==> config.mk <==
export PLATFORM = sky130hd
export DESIGN_NAME = aabb_collision_referee
export DESIGN_NICKNAME = d
export VERILOG_FILES = /design/src/hw/rtl/aabb_pkg.sv /design/src/hw/rtl/aabb_ctrl.sv /design/src/hw/rtl/aabb_dp.sv /design/src/hw/rtl/aabb_collision_referee.sv
export SDC_FILE = /design/constraint.sdc
export NUM_CORES = 2
export LEC_CHECK = 0
export BUFFER_PORTS_ARGS = -buffer_cell sky130_fd_sc_hd__buf_2
export CAP_MARGIN = 20
export CORE_MARGIN = 2
export CORE_UTILIZATION = 48
export DETAILED_ROUTE_END_ITERATION = 6
export PLACE_DENSITY = 0.69
export SLEW_MARGIN = 20
export SYNTH_ARGS = -nofsm -noshare
export SYNTH_HDL_FRONTEND = slang
export SYNTH_HIERARCHICAL = 1
export SYNTH_SLANG_ARGS = --single-unit
==> constraint.sdc <==
create_clock -name i_clk -period 9.43 [get_ports i_clk]
set_input_delay 0 -clock i_clk [delete_from_list [all_inputs] [get_ports i_clk]]
set_output_delay 0 -clock i_clk [all_outputs]
set_load 0.02 [all_outputs]
==> src/hw/rtl/aabb_pkg.sv <==
// Package with shared types and constants for the bounding box overlap referee.
`default_nettype none
package aabb_pkg;
    localparam int MaxColliders = 16;
    localparam int SlotW = 4;
    localparam int CntW = 5;

    typedef enum logic [1:0] {
        OP_ADD = 2'd0,
        OP_REMOVE = 2'd1,
        OP_SET = 2'd2,
        OP_CHECK = 2'd3
    } t_opcode;

    typedef enum logic [1:0] {
        EV_ENTRY = 2'd0,
        EV_UPDATE = 2'd1,
        EV_EXIT = 2'd2,
        EV_DONE = 2'd3
    } t_event;

    localparam logic [1:0] KindNone = 2'd0;
    localparam logic [1:0] KindSolid = 2'd1;
    localparam logic [1:0] KindTrigger = 2'd2;

    typedef enum logic [2:0] {
        ST_IDLE,
        ST_SCAN,
        ST_PAIR,
        ST_EMIT,
        ST_DONE
    } t_state;

    // Commands from the controller to the datapath.
    typedef struct packed {
        logic latch;      // capture the request
        logic do_list;    // apply add, remove or set
        logic step_shift; // one step of closing a gap
        logic load_pair;  // read the next list entry
        logic eval_pair;  // evaluate the pair and update kinds
        logic next_idx;   // advance walk index
        logic emit_pend;  // present the entry event
        logic emit_upd;   // present the pending update or exit event
        logic emit_done;  // present the done result
    } t_cmd;

    // Status from the datapath to the controller.
    typedef struct packed {
        logic op_check;
        logic slot_bad;
        logic walk_end;
        logic shift_end;
        logic skip_pair;
        logic has_event;
        logic has_entry;
        logic out_busy;
    } t_stat;
endpackage
`default_nettype wire

==> src/hw/rtl/aabb_ctrl.sv <==
// Controller state machine for the bounding box overlap referee.
`default_nettype none
module aabb_ctrl (
    input  wire logic           i_clk,
    input  wire logic           i_rst_n,
    input  wire logic           i_req,
    input  aabb_pkg::t_stat     i_stat,
    output aabb_pkg::t_cmd      o_cmd,
    output logic                o_ready
);
    import aabb_pkg::*;

    t_state r_state, n_state;
    logic r_entry, n_entry;

    // State register.
    always_ff @(posedge i_clk) begin
        if (!i_rst_n) begin
            r_state <= ST_IDLE;
            r_entry <= 1'b0;
        end else begin
            r_state <= n_state;
            r_entry <= n_entry;
        end
    end

    // Next state and commands.
    always_comb begin
        n_state = r_state;
        n_entry = r_entry;
        o_cmd = '0;
        o_ready = 1'b0;
        case (r_state)
            ST_IDLE: begin
                o_ready = 1'b1;
                if (i_req) begin
                    o_cmd.latch = 1'b1;
                    n_state = ST_SCAN;
                end
            end
            ST_SCAN: begin
                // Non-check requests finish list work here.
                if (!i_stat.op_check || i_stat.slot_bad) begin
                    if (i_stat.slot_bad) begin
                        n_state = ST_DONE;
                    end else if (i_stat.shift_end) begin
                        o_cmd.do_list = 1'b1;
                        n_state = ST_DONE;
                    end else begin
                        o_cmd.step_shift = 1'b1;
                    end
                end else if (i_stat.walk_end) begin
                    n_state = ST_DONE;
                end else begin
                    o_cmd.load_pair = 1'b1;
                    n_state = ST_PAIR;
                end
            end
            ST_PAIR: begin
                o_cmd.next_idx = 1'b1;
                if (i_stat.skip_pair) begin
                    n_state = ST_SCAN;
                end else begin
                    o_cmd.eval_pair = 1'b1;
                    n_entry = i_stat.has_entry;
                    n_state = i_stat.has_event ? ST_EMIT : ST_SCAN;
                end
            end
            ST_EMIT: begin
                if (!i_stat.out_busy) begin
                    if (r_entry) begin
                        o_cmd.emit_pend = 1'b1;
                        n_entry = 1'b0;
                    end else begin
                        o_cmd.emit_upd = 1'b1;
                        n_state = ST_SCAN;
                    end
                end
            end
            ST_DONE: begin
                if (!i_stat.out_busy) begin
                    o_cmd.emit_done = 1'b1;
                    n_state = ST_IDLE;
                end
            end
            default: n_state = ST_IDLE;
        endcase
    end

`ifndef SYNTHESIS
    a_ready_idle: assert property (@(posedge i_clk) disable iff (!i_rst_n)
        o_ready |-> r_state == ST_IDLE) else $error("ready outside idle");
    a_done_idle: assert property (@(posedge i_clk) disable iff (!i_rst_n)
        o_cmd.emit_done |=> r_state == ST_IDLE) else $error("done not to idle");
    a_eval_pair: assert property (@(posedge i_clk) disable iff (!i_rst_n)
        o_cmd.eval_pair |-> $past(o_cmd.load_pair)) else $error("eval without load");
`endif
endmodule
`default_nettype wire

==> src/hw/rtl/aabb_dp.sv <==
// Datapath: box store, active list and pair evaluation for the overlap referee.
`default_nettype none
module aabb_dp (
    input  wire logic           i_clk,
    input  wire logic           i_rst_n,
    input  aabb_pkg::t_cmd      i_cmd,
    input  wire logic [1:0]     i_opcode,
    input  wire logic [3:0]     i_slot,
    input  wire logic signed [15:0] i_pos_x,
    input  wire logic signed [15:0] i_pos_y,
    input  wire logic [14:0]    i_box_width,
    input  wire logic [14:0]    i_box_height,
    input  wire logic           i_trigger,
    input  wire logic           i_out_ready,
    output aabb_pkg::t_stat     o_stat,
    output logic                o_out_valid,
    output logic [1:0]          o_event_res,
    output logic [3:0]          o_other_slot,
    output logic [1:0]          o_collision_state,
    output logic                o_last
);
    import aabb_pkg::*;

    logic signed [15:0] r_left [MaxColliders];
    logic signed [15:0] r_top [MaxColliders];
    logic [14:0] r_w [MaxColliders];
    logic [14:0] r_h [MaxColliders];
    logic [MaxColliders-1:0] r_trig;
    logic [1:0] r_kind [MaxColliders];
    logic [SlotW-1:0] r_order [MaxColliders];
    logic [CntW-1:0] r_count;

    t_opcode r_op;
    logic [SlotW-1:0] r_slot;
    logic signed [15:0] r_px, r_py;
    logic [14:0] r_pw, r_ph;
    logic r_ptrig;
    logic [CntW-1:0] r_idx;
    logic r_found;
    logic [SlotW-1:0] r_other;
    logic [1:0] r_run;
    logic r_valid;
    logic [1:0] r_ev;
    logic [3:0] r_oslot;
    logic [1:0] r_ostate;
    logic r_olast;

    logic slot_bad;
    logic [SlotW-1:0] cur;
    logic signed [16:0] sl, st, sr, sb, ol, ot, orr, ob;
    logic overlap, both_none, both_trig, o_trig;
    logic out_free;

    assign slot_bad = ({1'b0, r_slot} >= 5'(MaxColliders));
    assign cur = r_order[r_idx[SlotW-1:0]];
    assign out_free = !r_valid || i_out_ready;

    // Pair overlap test on 17-bit bounds.
    always_comb begin
        sl = 17'(r_left[r_slot]);
        st = 17'(r_top[r_slot]);
        sr = sl + 17'($signed({2'b00, r_w[r_slot]}));
        sb = st + 17'($signed({2'b00, r_h[r_slot]}));
        ol = 17'(r_left[r_other]);
        ot = 17'(r_top[r_other]);
        orr = ol + 17'($signed({2'b00, r_w[r_other]}));
        ob = ot + 17'($signed({2'b00, r_h[r_other]}));
        overlap = (sl < orr) && (sr > ol) && (st < ob) && (sb > ot);
        o_trig = r_trig[r_other];
        both_none = (r_kind[r_slot] == KindNone) && (r_kind[r_other] == KindNone);
        both_trig = (r_kind[r_slot] == KindTrigger) && (r_kind[r_other] == KindTrigger);
    end

    // Status to the controller.
    always_comb begin
        o_stat.op_check = (r_op == OP_CHECK);
        o_stat.slot_bad = slot_bad;
        o_stat.walk_end = (r_idx >= r_count);
        // Set finishes at once. Add and remove search the list first; add stops
        // on a duplicate, and remove then shifts later entries until the end.
        if (r_op == OP_ADD || r_op == OP_REMOVE) begin
            if (r_found) begin
                o_stat.shift_end = (r_op == OP_ADD) || (r_idx + 5'd1 >= r_count);
            end else begin
                o_stat.shift_end = (r_idx >= r_count);
            end
        end else begin
            o_stat.shift_end = 1'b1;
        end
        o_stat.skip_pair = (r_other == r_slot);
        o_stat.has_event = overlap || both_trig;
        o_stat.has_entry = overlap && o_trig && both_none;
        o_stat.out_busy = !out_free;
    end

    // Request capture, list search, shift and update, and walking.
    always_ff @(posedge i_clk) begin
        if (!i_rst_n) begin
            r_count <= '0;
            r_idx <= '0;
            r_found <= 1'b0;
            r_run <= KindNone;
        end else begin
            if (i_cmd.latch) begin
                r_op <= t_opcode'(i_opcode);
                r_slot <= i_slot;
                r_px <= i_pos_x;
                r_py <= i_pos_y;
                r_pw <= i_box_width;
                r_ph <= i_box_height;
                r_ptrig <= i_trigger;
                r_idx <= '0;
                r_found <= 1'b0;
                r_run <= KindNone;
            end
            // Remove: locate, then move later entries down one place.
            if (i_cmd.step_shift) begin
                if (r_found) begin
                    r_order[r_idx[SlotW-1:0]] <= r_order[SlotW'(r_idx + 5'd1)];
                    r_idx <= r_idx + 5'd1;
                end else if (r_idx < r_count && cur == r_slot) begin
                    r_found <= 1'b1;
                end else if (r_idx < r_count) begin
                    r_idx <= r_idx + 5'd1;
                end else begin
                    r_found <= 1'b0;
                    r_idx <= r_count;
                end
            end
            if (i_cmd.do_list) begin
                case (r_op)
                    OP_ADD: begin
                        if (!r_found && r_count < 5'(MaxColliders)) begin
                            r_order[r_count[SlotW-1:0]] <= r_slot;
                            r_count <= r_count + 5'd1;
                        end
                    end
                    OP_REMOVE: if (r_found) r_count <= r_count - 5'd1;
                    default: ;
                endcase
            end
            if (i_cmd.load_pair) r_other <= cur;
            if (i_cmd.next_idx) r_idx <= r_idx + 5'd1;
            if (i_cmd.eval_pair) begin
                if (overlap) r_run <= o_trig ? KindTrigger : KindSolid;
                else if (both_trig) r_run <= KindNone;
            end
        end
    end

    // Add reuses the search: duplicate found sets r_found before do_list.
    // The search runs through step_shift too, which for add only advances the index
    // and sets r_found, so the duplicate test shares the remove search.

    // Box store and contact kinds.
    always_ff @(posedge i_clk) begin
        if (!i_rst_n) begin
            r_trig <= '0;
            for (int k = 0; k < MaxColliders; k++) begin
                r_left[k] <= '0;
                r_top[k] <= '0;
                r_w[k] <= '0;
                r_h[k] <= '0;
                r_kind[k] <= KindNone;
            end
        end else begin
            if (i_cmd.do_list && r_op == OP_SET) begin
                r_left[r_slot] <= r_px;
                r_top[r_slot] <= r_py;
                r_w[r_slot] <= r_pw;
                r_h[r_slot] <= r_ph;
                r_trig[r_slot] <= r_ptrig;
            end
            if (i_cmd.eval_pair) begin
                if (overlap) begin
                    r_kind[r_slot] <= o_trig ? KindTrigger : KindSolid;
                    r_kind[r_other] <= o_trig ? KindTrigger : KindSolid;
                end else if (both_trig) begin
                    r_kind[r_slot] <= KindNone;
                    r_kind[r_other] <= KindNone;
                end
            end
        end
    end

    // Output register; a pending event is held in r_pend_* until emitted.
    logic [1:0] r_pend_ev;
    logic [1:0] r_pend_state;
    always_ff @(posedge i_clk) begin
        if (!i_rst_n) begin
            r_valid <= 1'b0;
        end else begin
            if (i_cmd.eval_pair) begin
                r_pend_ev <= overlap ? EV_UPDATE : EV_EXIT;
                r_pend_state <= overlap ? (o_trig ? KindTrigger : KindSolid) : KindNone;
            end
            if (i_cmd.emit_pend) begin
                r_valid <= 1'b1;
                r_ev <= EV_ENTRY;
                r_oslot <= r_other;
                r_ostate <= KindTrigger;
                r_olast <= 1'b0;
            end else if (i_cmd.emit_upd) begin
                r_valid <= 1'b1;
                r_ev <= r_pend_ev;
                r_oslot <= r_other;
                r_ostate <= r_pend_state;
                r_olast <= 1'b0;
            end else if (i_cmd.emit_done) begin
                r_valid <= 1'b1;
                r_ev <= EV_DONE;
                r_oslot <= '0;
                r_ostate <= (r_op == OP_CHECK && !slot_bad) ? r_run : KindNone;
                r_olast <= 1'b1;
            end else if (i_out_ready) begin
                r_valid <= 1'b0;
            end
        end
    end

    assign o_out_valid = r_valid;
    assign o_event_res = r_ev;
    assign o_other_slot = r_oslot;
    assign o_collision_state = r_ostate;
    assign o_last = r_olast;

`ifndef SYNTHESIS
    a_count_cap: assert property (@(posedge i_clk) disable iff (!i_rst_n)
        r_count <= 5'(MaxColliders)) else $error("list overflow");
    a_no_overwrite: assert property (@(posedge i_clk) disable iff (!i_rst_n)
        (r_valid && !i_out_ready) |=> r_valid) else $error("result lost");
    a_done_last: assert property (@(posedge i_clk) disable iff (!i_rst_n)
        i_cmd.emit_done |=> (r_olast && r_ev == EV_DONE)) else $error("bad done");
`endif
endmodule
`default_nettype wire

==> src/hw/rtl/aabb_collision_referee.sv <==
// Top level of the axis-aligned bounding box overlap referee.
// Add and remove scan the active list one entry per cycle, set writes the box
// store directly, and a check walks the list entry by entry, evaluating one
// pair at a time in the single shared pair-evaluation unit. Output
// back-pressure stalls the referee while an event or done result waits.
// A new request is taken only once the previous done result has been placed in
// the output register; that result may still wait.
`default_nettype none
module aabb_collision_referee (
    input  wire logic        i_clk,
    input  wire logic        i_rst_n,
    input  wire logic        s_axis_tvalid,
    output logic             s_axis_tready,
    // tdata: opcode[1:0], slot[5:2], pos_x[21:6], pos_y[37:22],
    // box_width[52:38], box_height[67:53], trigger[68], zero fill to 72
    input  wire logic [71:0] s_axis_tdata,
    output logic             m_axis_tvalid,
    input  wire logic        m_axis_tready,
    // tdata: event_res[1:0], other_slot[5:2], collision_state[7:6]
    output logic [7:0]       m_axis_tdata,
    output logic             m_axis_tlast
);
    import aabb_pkg::*;

    t_cmd cmd;
    t_stat stat;
    logic [1:0] ev, cs;
    logic [3:0] oslot;

    aabb_ctrl u_ctrl (
        .i_clk(i_clk), .i_rst_n(i_rst_n), .i_req(s_axis_tvalid),
        .i_stat(stat), .o_cmd(cmd), .o_ready(s_axis_tready)
    );

    aabb_dp u_dp (
        .i_clk(i_clk), .i_rst_n(i_rst_n), .i_cmd(cmd),
        .i_opcode(s_axis_tdata[1:0]), .i_slot(s_axis_tdata[5:2]),
        .i_pos_x(s_axis_tdata[21:6]), .i_pos_y(s_axis_tdata[37:22]),
        .i_box_width(s_axis_tdata[52:38]), .i_box_height(s_axis_tdata[67:53]),
        .i_trigger(s_axis_tdata[68]), .i_out_ready(m_axis_tready),
        .o_stat(stat), .o_out_valid(m_axis_tvalid), .o_event_res(ev),
        .o_other_slot(oslot), .o_collision_state(cs), .o_last(m_axis_tlast)
    );

    assign m_axis_tdata = {cs, oslot, ev};
endmodule
`default_nettype wire
-- Yosys cells after proc, flatten, opt, wreduce, memory -nomap -nowiden
Memory sizes are Yosys's and may differ from the RTL's. A register that Yosys moved wholly into a read port is not among the register bits.
Cells that the tools add are included.
- add/subtract/negate cells: 7
- reductions and logical operators: 40
- bitwise logic cells: 2
- order comparisons: 11
- eq/ne operators: 19
- multiplexer cells: 126
- operators by type and width (kind ; count):
    $mux W4 ; 22
    $add A16 B16 Y17 ; 4
    $mux W1 ; 57
    $mux W2 ; 20
    $mux W5 ; 8
    $gt A17 B16 Y1 ; 2
    $lt A16 B17 Y1 ; 2
    $mux W16 ; 2
    $reduce_or A16 Y1 ; 2
    $mux W15 ; 2
    $reduce_or A15 Y1 ; 2
    $mux W3 ; 9
    $bwmux W16 ; 1
    $pmux W3 S5 ; 1
    $logic_and A1 B1 Y1 ; 11
    $add A5 B1 Y5 const B ; 2
    $ge A5 B5 Y1 ; 2
    $lt A4 B5 Y1 const B ; 2
    $pmux W5 S2 ; 1
    $eq A2 B2 Y1 const B ; 4
    $eq A4 B4 Y1 ; 2
    $ne A2 B2 Y1 const B ; 4
    $reduce_and A2 Y1 ; 4
    $eq A3 B2 Y1 const B ; 2
    25 further kinds ; 37
- register bits: 120
- bits of input ports: 76
- bits in writable memories: 1088
- memories: 6
- memories (memory ; words ; width ; rd ports ; clocked after Yosys merged registers in ; write ports ; line ; text):
    u_dp.r_left ; 16 ; 16 ; 2 ; 2 ; 16 ; aabb_dp.sv:24 ; logic signed [15:0] r_left [MaxColliders];
    u_dp.r_top ; 16 ; 16 ; 2 ; 2 ; 16 ; aabb_dp.sv:25 ; logic signed [15:0] r_top [MaxColliders];
    u_dp.r_h ; 16 ; 15 ; 2 ; 2 ; 16 ; aabb_dp.sv:27 ; logic [14:0] r_h [MaxColliders];
    u_dp.r_w ; 16 ; 15 ; 2 ; 2 ; 16 ; aabb_dp.sv:26 ; logic [14:0] r_w [MaxColliders];
    u_dp.r_order ; 16 ; 4 ; 2 ; 1 ; 1 ; aabb_dp.sv:30 ; logic [SlotW-1:0] r_order [MaxColliders];
    u_dp.r_kind ; 16 ; 2 ; 2 ; 2 ; 16 ; aabb_dp.sv:29 ; logic [1:0] r_kind [MaxColliders];

-- Logic depth before layout (Yosys ltp)
- depth in word-level cells: 14
- gate-level depth with buffers: 29
- depth with buffers taken out: 26

-- Modules after synthesis
The synthesis kept the hierarchy.
- modules (own cells, without submodules) (module ; times used ; area an instance (um2) ; cells an instance):
    aabb_dp ; 1 ; 65706.8 ; 4250
    aabb_ctrl ; 1 ; 334.1 ; 39

-- Worst setup path before layout
Ideal clock, no wire load.
- kind: register to register
- from: register u_dp.r_idx[2]
- to: memory u_dp.r_h[10][0] (enable)
- path slack: 1.527 ns
- clock period less this slack: 7.903 ns
- cell stages (with the launch flop): 15
- library setup time: 0.569 ns
- arrival: 7.334 ns
- cell sequence: dfxtp_1 > buf_2 > clkbuf_1 > xor2_1 > ha_1 > a21oi_1 > nor2b_1 > o21ai_0 > nand4b_1 > o21ai_0 > nand2b_1 > nor3b_1 > nand3b_1 > clkbuf_1 > o21ai_0
- RTL lines (what ; line ; text):
    from (decl) ; aabb_dp.sv:38 ; logic [CntW-1:0] r_idx;
    from (signal assigned) ; aabb_dp.sv:120 ; r_idx <= r_idx + 5'd1;
    from (signal assigned) ; aabb_dp.sv:124 ; r_idx <= r_idx + 5'd1;
    from (signal assigned) ; aabb_dp.sv:127 ; r_idx <= r_count;
    to (decl) ; aabb_dp.sv:27 ;

==> summary by stage <==
Setup path
The largest stage delay on the critical path is 820 ps. The worst setup path is of the reg -> reg kind. The number of cells on the worst reg-to-reg path is 21.

The critical path goes through buf_4 -> mux4_2 -> mux4_2 -> ha_1 -> a21o_1 -> a21oi_1 -> o21ba_2 -> o21ai_0 -> a41oi_1 -> a21oi_1 -> a31oi_1 -> o21ai_0 -> ha_1 -> nand2_1 -> nor3_1 -> nand3_1 -> a31o_1 -> a31o_2 -> a31oi_1 -> nand2b_1 -> o21ai_0. The register-to-register setup slack is 1140 ps. The endpoint required time on the critical path is 9890 ps.

Along the worst path, the maximum fanout reaches 30. By instance count, the cell type seen most on the critical path is o21ai_0. The category of the worst setup path capture point is a register.

The capture instance of the worst register-to-register path is u_dp/r_kind[5][1]. The worst setup path is launched from a register. The destination of the critical timing path is u_dp/r_kind[5][1]. The cell with the largest stage delay on the worst path is dfxtp_4. The worst endpoint data arrival time is 8740 ps.

Drt
Using the TritonRoute via totals, the vias-per-cell ratio works out to 6.41. In this run the remaining antenna-violating nets after routing total 0. The final route contains 40500 vias.

In the final routed layout, each cell accounts on average for 30.6 µm. The first-pass detailed-route iteration total is 5. In this run, the number of DRC markers left after iteration 0 of detailed routing was 5902. The remaining design rule violation count is 0.

The post-detailed-routing wire length is 194000 µm.

Die
The floorplan step set the die width to 375 µm. The area of the core is 137000 µm². The floorplan has 136 rows. The initial utilization of the core area, before any placement, comes to 0.482.

In this run the vertical extent of the chip is 375 µm. The area of the die is 141000 µm². The number of placed I/O pins is 87.

Final layout
The leading cell type in the layout, fill and taps excluded is edfxtp_1. The number of inserted filler cells in the final layout is 10700. The library cells used most frequently in the layout, excluding fill and tap cells, are 1174 x edfxtp_1, 1003 x and2_1, 672 x mux4_2. For this run, the share of the core covered by cells in the final layout is 0.543. The final layout contains 4637 nets. The layout-stage area growth over the synthesis result is 12.6%. The layout cell share with drive strength beyond 1 is 0.255.

Pwr
The switching power as a share of total power is 0.254. For this design the static power due to leakage is 26.5 nW. The total internal power is 9.93 mW.

The worst vdd rail ir drop is 0.189 mV. The post-route total power is 13.3 mW. For this design the ratio of total power to cell area is 179 nW/µm².

The net switching power of the design is 3.39 mW. The clock group share of total power is 0.388. The share of total power dissipated in combinational logic is 0.140. The sequential share of power is 0.472.

STA
The count of pins over their slew limit was 0. The achievable frequency is 0.121 GHz. The transition time at the pin with the least slew margin is 1140 ps. The worst path setup slack after routing is 1140 ps. Setup violations remaining at the end of the flow were counted as 0. In this run the tightest slew margin relative to its limit is 0.232. The worst path in the final design needs a cycle of 8290 ps, including I/O delays and setup. The number of failing hold endpoints at the final stage came to 0. Adding up every negative setup slack in the final design gives 0 ps. In the finished design, the share of the clock period the worst path needs comes to 0.879.

Setup repair after global routing left no endpoint under its margin. Clock skew on the completed layout was measured at 30.5 ps.

Synthesis
The synthesized netlist cell count is 4289. Of the synthesized area, sequential elements account for 0.547. The async set-or-reset flop fraction in the synthesized netlist is 0.

The number of distinct library cells after synthesis is 86. The count of yosys warnings during synthesis is 6. After synthesis the netlist holds a flip-flop and latch count of 1216. In this run the cell area of the synthesized design comes to 66000 µm². A synthesized cell averages 15.4 µm². The net count after synthesis is 4510.

The most used flip-flop cell after synthesis is edfxtp_1. Yosys mapped a number of flops with a built-in enable equal to 1174.

Worst hold path
The min-delay analysis places its worst path in the category in -> reg.

Placement
The half-perimeter wire length of the detailed placement result is 108000 µm. The pre-CTS worst setup slack is 1490 ps. The number of buffers added on ports is 83. Routability-driven placement finished with a final weighted congestion of 0.879.

Clocking
The sink count of the clock tree is 1216. The maximum root-to-sink buffer count is 3. The number of instances resized during post-cts repair is 0. TritonCTS created 136 clock buffers. The TritonCTS clock tree is yes. The tree is rooted in a clkbuf_16. Clock-pin slew was measured on the worst setup and hold paths at 60 ps. The H-tree was split into 4 levels. The clock insertion delay at the later pin of the skew report is 780 ps.

Global route
The global-route usage over all layers is 0.278. The total global routing overflow is 0. The number of global-route vias before repair is 41100.

The pin count of the biggest net entering global routing is 74. The first-pass GRT wire length is 281000 µm. The initial antenna violation count came to 14.

Flow run
Across the run, the number of max-cap violations was 0.

Run status
The run finished with clean final reports.
## flip-flops by register name (all words and copies together) (netlist names), 5 cells and up, named ones only
register      count
u_dp/r_kind      32
u_dp/r_h        240
u_dp/r_count      5
u_dp/r_w        240
u_dp/r_left     256
u_dp/r_top      256
u_dp/r_pw        15
u_dp/r_ph        15
u_dp/r_idx        5
u_dp/r_py        16
u_dp/r_px        16
u_dp/r_trig      16
u_dp/r_order     64
## logic make-up after synthesis
group / share of synthesized area
AND/OR/NAND/NOR: 0.124
flip-flops: 0.547
multiplexers: 0.236
buffers and inverters: 0.0275
AO/OA/AOI/OAI: 0.0292
adder cells (fa/ha/maj): 0.0280
XOR/XNOR: 0.00875
other: 0.0000568
## cell usage after synthesis (all sizes together) (15+ instances only)
master,number,area (µm²)
edfxtp,1174,35300
and2,1003,6270
mux4,672,15100
clkbuf,276,1040
ha,140,1750
nor2,116,453
inv,108,405
o21ai,99,499
nand2,95,357
a21oi,78,390
buf,75,372
xnor2,46,403
dfxtp,42,841
nand3,40,213
nor2b,26,163
mux2i,23,243
xor2,20,175
nor3,19,106
mux2,18,210
nand2b,18,113
a21o,15,113
## worst min path at each step
stage	start	end	slack, ps	depth (start not counted)
floorplan	s_axis_tdata[0]	u_dp/r_op[0]	100	0
detailed placement	s_axis_tdata[41]	u_dp/r_pw[3]	180	1
global route	s_axis_tdata[51]	u_dp/r_pw[13]	20	2
CTS	s_axis_tdata[51]	u_dp/r_pw[13]	1	2
global placement	s_axis_tdata[62]	u_dp/r_ph[9]	180	1
finish	s_axis_tdata[51]	u_dp/r_pw[13]	50	2
## through the flow
step	hold slack (ps)	cell area, µm²	cells
after floorplan	98.9	66000	4289
after global placement	179	68700	5934
after detailed placement	178	68700	5936
after CTS	1.35	74400	6319
after global routing	20.4	74400	6320
final	51.6	74400	6324
## final cells by class
class | instances | area [µm²] | area share
repair buffers | 340 | 2890 | 0.0388
well taps | 1794 | 2240 | 0.0302
inverters | 108 | 408 | 0.00548
clock buffers | 179 | 3720 | 0.0501
clock inverters | 68 | 547 | 0.00735
flip-flops and latches | 1216 | 36100 | 0.486
diodes | 5 | 12.5 | 0.000168
multi-input cells | 2614 | 28400 | 0.382
## power by group through the flow
stage | sequential (mW) | clock, mW | combinational [mW]
6_report | 6.29 | 5.17 | 1.86
5_1_grt | 6.31 | 5.44 | 2.00
4_1_cts | 6.28 | 5.23 | 1.85
3_5_place_dp | 6.40 | 0 | 1.79
3_3_place_gp | 6.38 | 0 | 1.78
2_1_floorplan | 6.30 | 0 | 1.32
## repair_timing
| action | CTS | global route |
|---|---|---|
| hold buffers | 136 | 0 |
| setup buffers | 0 | 0 |
| endpoints found under the hold margin | 91 | 0 |
## per-layer routing
layer / GRT usage / part of all wire
met1: 0.394 / 0.39
met2: 0.435 / 0.48
met3: 0.0528 / 0.11
met4: 0.0902 / 0.029
met5: 0 / 0.000062
## worst max-delay path, delay by kind of cell (launching register included)
kind                     cells  cell delay [ps]
adder cells (fa/ha/maj)      2              760
multiplexers                 2             1120
AND/OR/NAND/NOR              4             1390
buffers and inverters        1              490
AO/OA/AOI/OAI               12             3320
flip-flops                   1              820
No activity file was read; power rests on OpenSTA's default activity.
